### config.mk
export PLATFORM = sky130hd
export DESIGN_NAME = fba_ctrl
export DESIGN_NICKNAME = d
export VERILOG_FILES = /design/src/hw/rtl/fba_pkg.sv /design/src/hw/rtl/fba_ctrl.sv
export SDC_FILE = /design/constraint.sdc
export NUM_CORES = 1
export LEC_CHECK = 0
export BUFFER_PORTS_ARGS = -buffer_cell sky130_fd_sc_hd__buf_4
export CAP_MARGIN = 20
export CORE_AREA = 2 2 39 41
export CTS_CLUSTER_DIAMETER = 100
export DETAILED_ROUTE_END_ITERATION = 16
export DIE_AREA = 0 0 41 43
export PLACE_DENSITY = 0.44
export SETUP_SLACK_MARGIN = 0.5
export SYNTH_ARGS = -nofsm -noshare
export SYNTH_HDL_FRONTEND = slang
export SYNTH_SLANG_ARGS = --single-unit
### constraint.sdc
create_clock -name clk -period 0.95 [get_ports clk]
set_clock_uncertainty 0.05 [all_clocks]
set_input_delay 0.0475 -clock clk [delete_from_list [all_inputs] [get_ports clk]]
set_output_delay 0.0475 -clock clk [all_outputs]
set_load 0.005 [all_outputs]
### src/hw/rtl/fba_pkg.sv
`timescale 1ns / 1ps
// Shared constants, codes, handshake structs and helpers of the frame bitmap allocator.
package fba_pkg;

	localparam int MAX_FRAMES    = 4096;
	localparam int MAP_WORD_BITS = 32;
	localparam int WORD_CNT      = MAX_FRAMES / MAP_WORD_BITS;
	localparam int WORD_AW       = $clog2(WORD_CNT);
	localparam int BIT_AW        = $clog2(MAP_WORD_BITS);
	localparam int TOT_W         = 13;
	localparam int FRAME_W       = 16;
	localparam int GRANT_W       = 12;
	localparam int OP_W          = 2;
	localparam int NW_W          = TOT_W - BIT_AW;

	localparam logic [TOT_W-1:0] MAX_FRAMES_C = TOT_W'(MAX_FRAMES);
	localparam logic [TOT_W-1:0] TALLY_MAX    = '1;

	localparam logic [OP_W-1:0] OP_INIT  = 2'd0;
	localparam logic [OP_W-1:0] OP_ALLOC = 2'd1;
	localparam logic [OP_W-1:0] OP_FREE  = 2'd2;

	typedef logic [MAP_WORD_BITS-1:0] map_word_t;

	typedef struct packed {
		logic start;
		logic scan;
		logic alloc_commit;
		logic free_rd;
		logic free_commit;
		logic load_out;
	} fba_cmd_t;

	typedef struct packed {
		logic hit;
		logic exhausted;
		logic out_space;
	} fba_sts_t;

	function automatic logic [BIT_AW-1:0] lowest_set(input map_word_t w);
		logic [BIT_AW-1:0] idx;
		idx = '0;
		for (int i = MAP_WORD_BITS - 1; i >= 0; i--) begin
			if (w[i]) begin
				idx = BIT_AW'(i);
			end
		end
		return idx;
	endfunction

endpackage

### src/hw/rtl/fba_ctrl.sv
`timescale 1ns / 1ps
// Controller state machine sequencing init, first-fit scan, free and result hand-off.
module fba_ctrl
	import fba_pkg::*;
(
	input  logic            clk,
	input  logic            arst_n,
	input  logic            in_valid,
	input  logic [OP_W-1:0] opcode,
	output logic            in_ready,
	input  fba_sts_t        sts,
	output fba_cmd_t        cmd
);

	localparam logic [2:0] S_IDLE     = 3'd0;
	localparam logic [2:0] S_SCAN     = 3'd1;
	localparam logic [2:0] S_FREE_RD  = 3'd2;
	localparam logic [2:0] S_FREE_CHK = 3'd3;
	localparam logic [2:0] S_FIN      = 3'd4;

	logic [2:0] state_q;
	logic [2:0] state_d;

	assign in_ready = (state_q == S_IDLE);

	always_comb begin
		state_d = state_q;
		cmd     = '0;
		unique case (state_q)
			S_IDLE: begin
				if (in_valid) begin
					cmd.start = 1'b1;
					unique case (opcode)
						OP_ALLOC: state_d = S_SCAN;
						OP_FREE:  state_d = S_FREE_RD;
						default:  state_d = S_FIN;
					endcase
				end
			end
			S_SCAN: begin
				cmd.scan = 1'b1;
				if (sts.hit) begin
					cmd.alloc_commit = 1'b1;
					state_d          = S_FIN;
				end else if (sts.exhausted) begin
					state_d = S_FIN;
				end
			end
			S_FREE_RD: begin
				cmd.free_rd = 1'b1;
				state_d     = S_FREE_CHK;
			end
			S_FREE_CHK: begin
				cmd.free_commit = 1'b1;
				state_d         = S_FIN;
			end
			S_FIN: begin
				if (sts.out_space) begin
					cmd.load_out = 1'b1;
					state_d      = S_IDLE;
				end
			end
			default: state_d = S_IDLE;
		endcase
	end

	always_ff @(posedge clk or negedge arst_n) begin
		if (!arst_n) begin
			state_q <= S_IDLE;
		end else begin
			state_q <= state_d;
		end
	end

endmodule

==> results.yml <==
setup_path:
  end_kind: "output pin"
  path_max_fanout: 5
  reg2reg_to: "state_q[0]$_DFFE_PN0P_"
  rrSetupSlack_ns: -0.29
  reg2reg_from: "state_q[0]$_DFFE_PN0P_"
  critPathLaunchType: "flip-flop"
  required_ns: 0.85
  crit_arrival_ns: 1.19
  worstSetupPathType: "reg2out"
  worst_r2r_path_depth: 4
  critPathLaunch: "state_q[0]$_DFFE_PN0P_"
synthesis:
  synthTopCellsByCount: "dfrtp_1 (3), inv_1 (3), nand2_1 (3), nor2_1 (3)"
  ys_seq_area_share_pct: 30.6
  synth_xor_area_share_pct: 0
  synth_edf_count: 0
  yosysWarnings: 0
  netlist.area_leader.share_pct: 30.6
  yosys.area_share.simple_pct: 32.7
  synthTopCellsByArea: "dfrtp_1 (31%), ha_1 (10%), and2_1 (5.1%)"
  synthArstFlopShare_pct: 100
  syn_inst: 30
  synth_mux_area_share_pct: 4.08
  syn_area_per_cell_sq_um: 8.17
  netlist_area_sq_um: 245
  synth-compound-area-share_pct: 13.3
  ys_seq_elements: 3
  yosysUniqueCellTypes: 18
  synth_nets: 40
  synth_top_family_by_area: "simple AND/OR/NAND/NOR gates"
  synth-main-ff-cell: "dfrtp_1"
  yosys.area_share.adder_pct: 10.2
  synth_top_area_cell: "dfrtp_1"
clock_tree:
  cts_root_buf: "clkbuf_4"
  clock_path_buffers: 2
  insertion_delay_ns: 0.24
  clock_sinks: 3
  cts_made_buffers: 3
  h-tree-depth: 1
  clk_pin_slew_worst_paths_ns: 0.04
  cts_tree: "done"
min_path:
  hold_start: "in_valid"
  worstHoldPathCells: 3
  min_to: "state_q[0]$_DFFE_PN0P_"
  min-delay-path-class: "in2reg"
cells_and_area:
  drive_gt1_share_pct: 66.7
  biggestRegsByFlops: "state_q: 3 flops"
  stdcell_area_sq_um: 564
  largest_reg_flops: 3
  final_util_pct: 40.8
  nets: 74
  seq_area_sq_um: 78.8
  n_fill_cell: 148
  multi_input_area_sq_um: 185
  area_growth_pct: 130
  largest_register: "state_q"
  diodes: 0
detailed_routing:
  dr.pass1.iters: 1
  drt_iter0_markers: 0
  wl_microns: 815
  ant_nets: 0
  vias_per_cell: 4.11
  wl_per_cell_microns: 10.3
  drc: 0
  dr_total_vias: 325
floorplan:
  row_count: 14
  initial_core_util_pct: 17.7
  die_h_microns: 43
  core_region_area_sq_um: 1380
  die_w_microns: 41
  ios: 15
  dieArea_sq_um: 1760
place:
  gp_congestion: 0.678
  place_area_sq_um: 419
  io_buffers: 14
  place_hpwl_microns: 523
outcome:
  violations: "setup timing"
  status: "finished with violations"
power_and_ir_drop:
  vdd_drop_max_v: 0.000625
  leakage_nw: 0.292
  powerDensity_nw_per_um2: 2510
global_routing:
  grt_max_degree: 6
  grt_pass1_wl_mm: 1.26
  overflow: 0
  grtUsageTotal_pct: 10.9
  antenna_found_initial: 0
  grt_pass1_vias: 309
timing:
  fin_crit_sh_pct: 136
  rsz0062_at_grt: "yes"
  worst_pin_slew_ns: 0.238
  slew_viol_final: 0
  timing.fmax_mhz: 775
  setup_violations: 10
  fin_ws_ns: -0.340
  finalHoldViolations: 0
  maxSlewHeadroom_pct: 84.0
  fin_crit_ns: 1.29
job:
  maxCapViolations: 0
[critical path: stages, from the launching register on]
cell and delay, ns:
dfrtp_2 0.45, buf_6 0.14, nor3_4 0.11, and2_1 0.14, buf_4 0.10
[repair_timing]
action | CTS | global route
pin swaps | 2 | 1
setup buffers | 6 | 1
endpoints found under the setup margin | 10 | 10
gates resized for setup | 11 | 3
hold buffers | 1 | 0
endpoints found under the hold margin | 3 | 0
[placed cells by master, fill, tap and decap left out]
| cell | count |
|---|---|
| o21ai_1 | 1 |
| clkbuf_4 | 3 |
| inv_1 | 3 |
| and2_1 | 2 |
| a211o_1 | 1 |
| a21oi_1 | 2 |
| nor4_1 | 1 |
| nand2b_4 | 1 |
| nor2_4 | 1 |
| buf_6 | 4 |
| ha_1 | 2 |
| dlygate4sd3_1 | 1 |
| dfrtp_2 | 3 |
| nor2_2 | 1 |
| clkbuf_1 | 1 |
| buf_4 | 25 |
| mux2i_1 | 1 |
| nor2_1 | 2 |
| a221oi_2 | 1 |
| nor3_2 | 2 |
| nor3_4 | 1 |
| and3_1 | 1 |
| nand2_1 | 3 |
[cell families (layout without fill, tap and decap cells)]
kind of cell               count (synthesis)  count (layout)
buffers and inverters                      4              37
DFF                                        3               3
adders and majority gates                  2               2
AOI/OAI and AO/OA                          5               5
and+or+nand+nor                           15              15
muxes                                      1               1
[final cells by class]
class,instances,share of cell area (%)
repair buffers,30,43.0
multi-input cells,23,32.8
flip-flops and latches,3,14.0
clock buffers,4,4.66
well taps,16,3.55
inverters,3,2.00
[metal layers]
metal / track usage [%] / wire length (microns) / up-vias
met2: 17.8 / 442 / 11
met5: 0 / 0 / -
met3: 1.57 / 40 / 2
met1: 11.7 / 306 / 144
met4: 8.00 / 25 / 0
li1: - / - / 168
[worst max-delay path by stage]
stage	endpoint	slack, ns	depth (start not counted)
2_1_floorplan	state_q[2]$_DFFE_PN0P_	-0.07	3
3_3_place_gp	state_q[2]$_DFFE_PN0P_	-0.18	3
3_5_place_dp	state_q[2]$_DFFE_PN0P_	-0.17	3
4_1_cts	cmd[5]	-0.33	4
5_1_grt	cmd[5]	-0.39	4
6_report	cmd[5]	-0.34	4
[power by group]
group	internal (W)	leakage, nW	switching (W)
combinational	0.000588	0.242	0.000310
clock	0.000158	0.0150	0.0000757
sequential	0.000185	0.0348	0.000102
total	0.000932	0.292	0.000487
[stage by stage]
stage / worst slack, ns / power, W / hold slack (ns) / cells / TNS [ns]
finish: -0.340 / 0.00142 / 0.0701 / 79 / -2.67
global route: -0.389 / 0.00150 / 0.0828 / 79 / -3.14
CTS: -0.334 / 0.00135 / 0.0610 / 78 / -2.56
detailed placement: -0.167 / 0.000832 / -0.212 / 67 / -0.813
global placement: -0.182 / 0.000834 / -0.210 / 67 / -0.774
floorplan: -0.0652 / 0.000507 / -0.298 / 30 / -0.144
No activity file was read; power rests on OpenSTA's default activity.
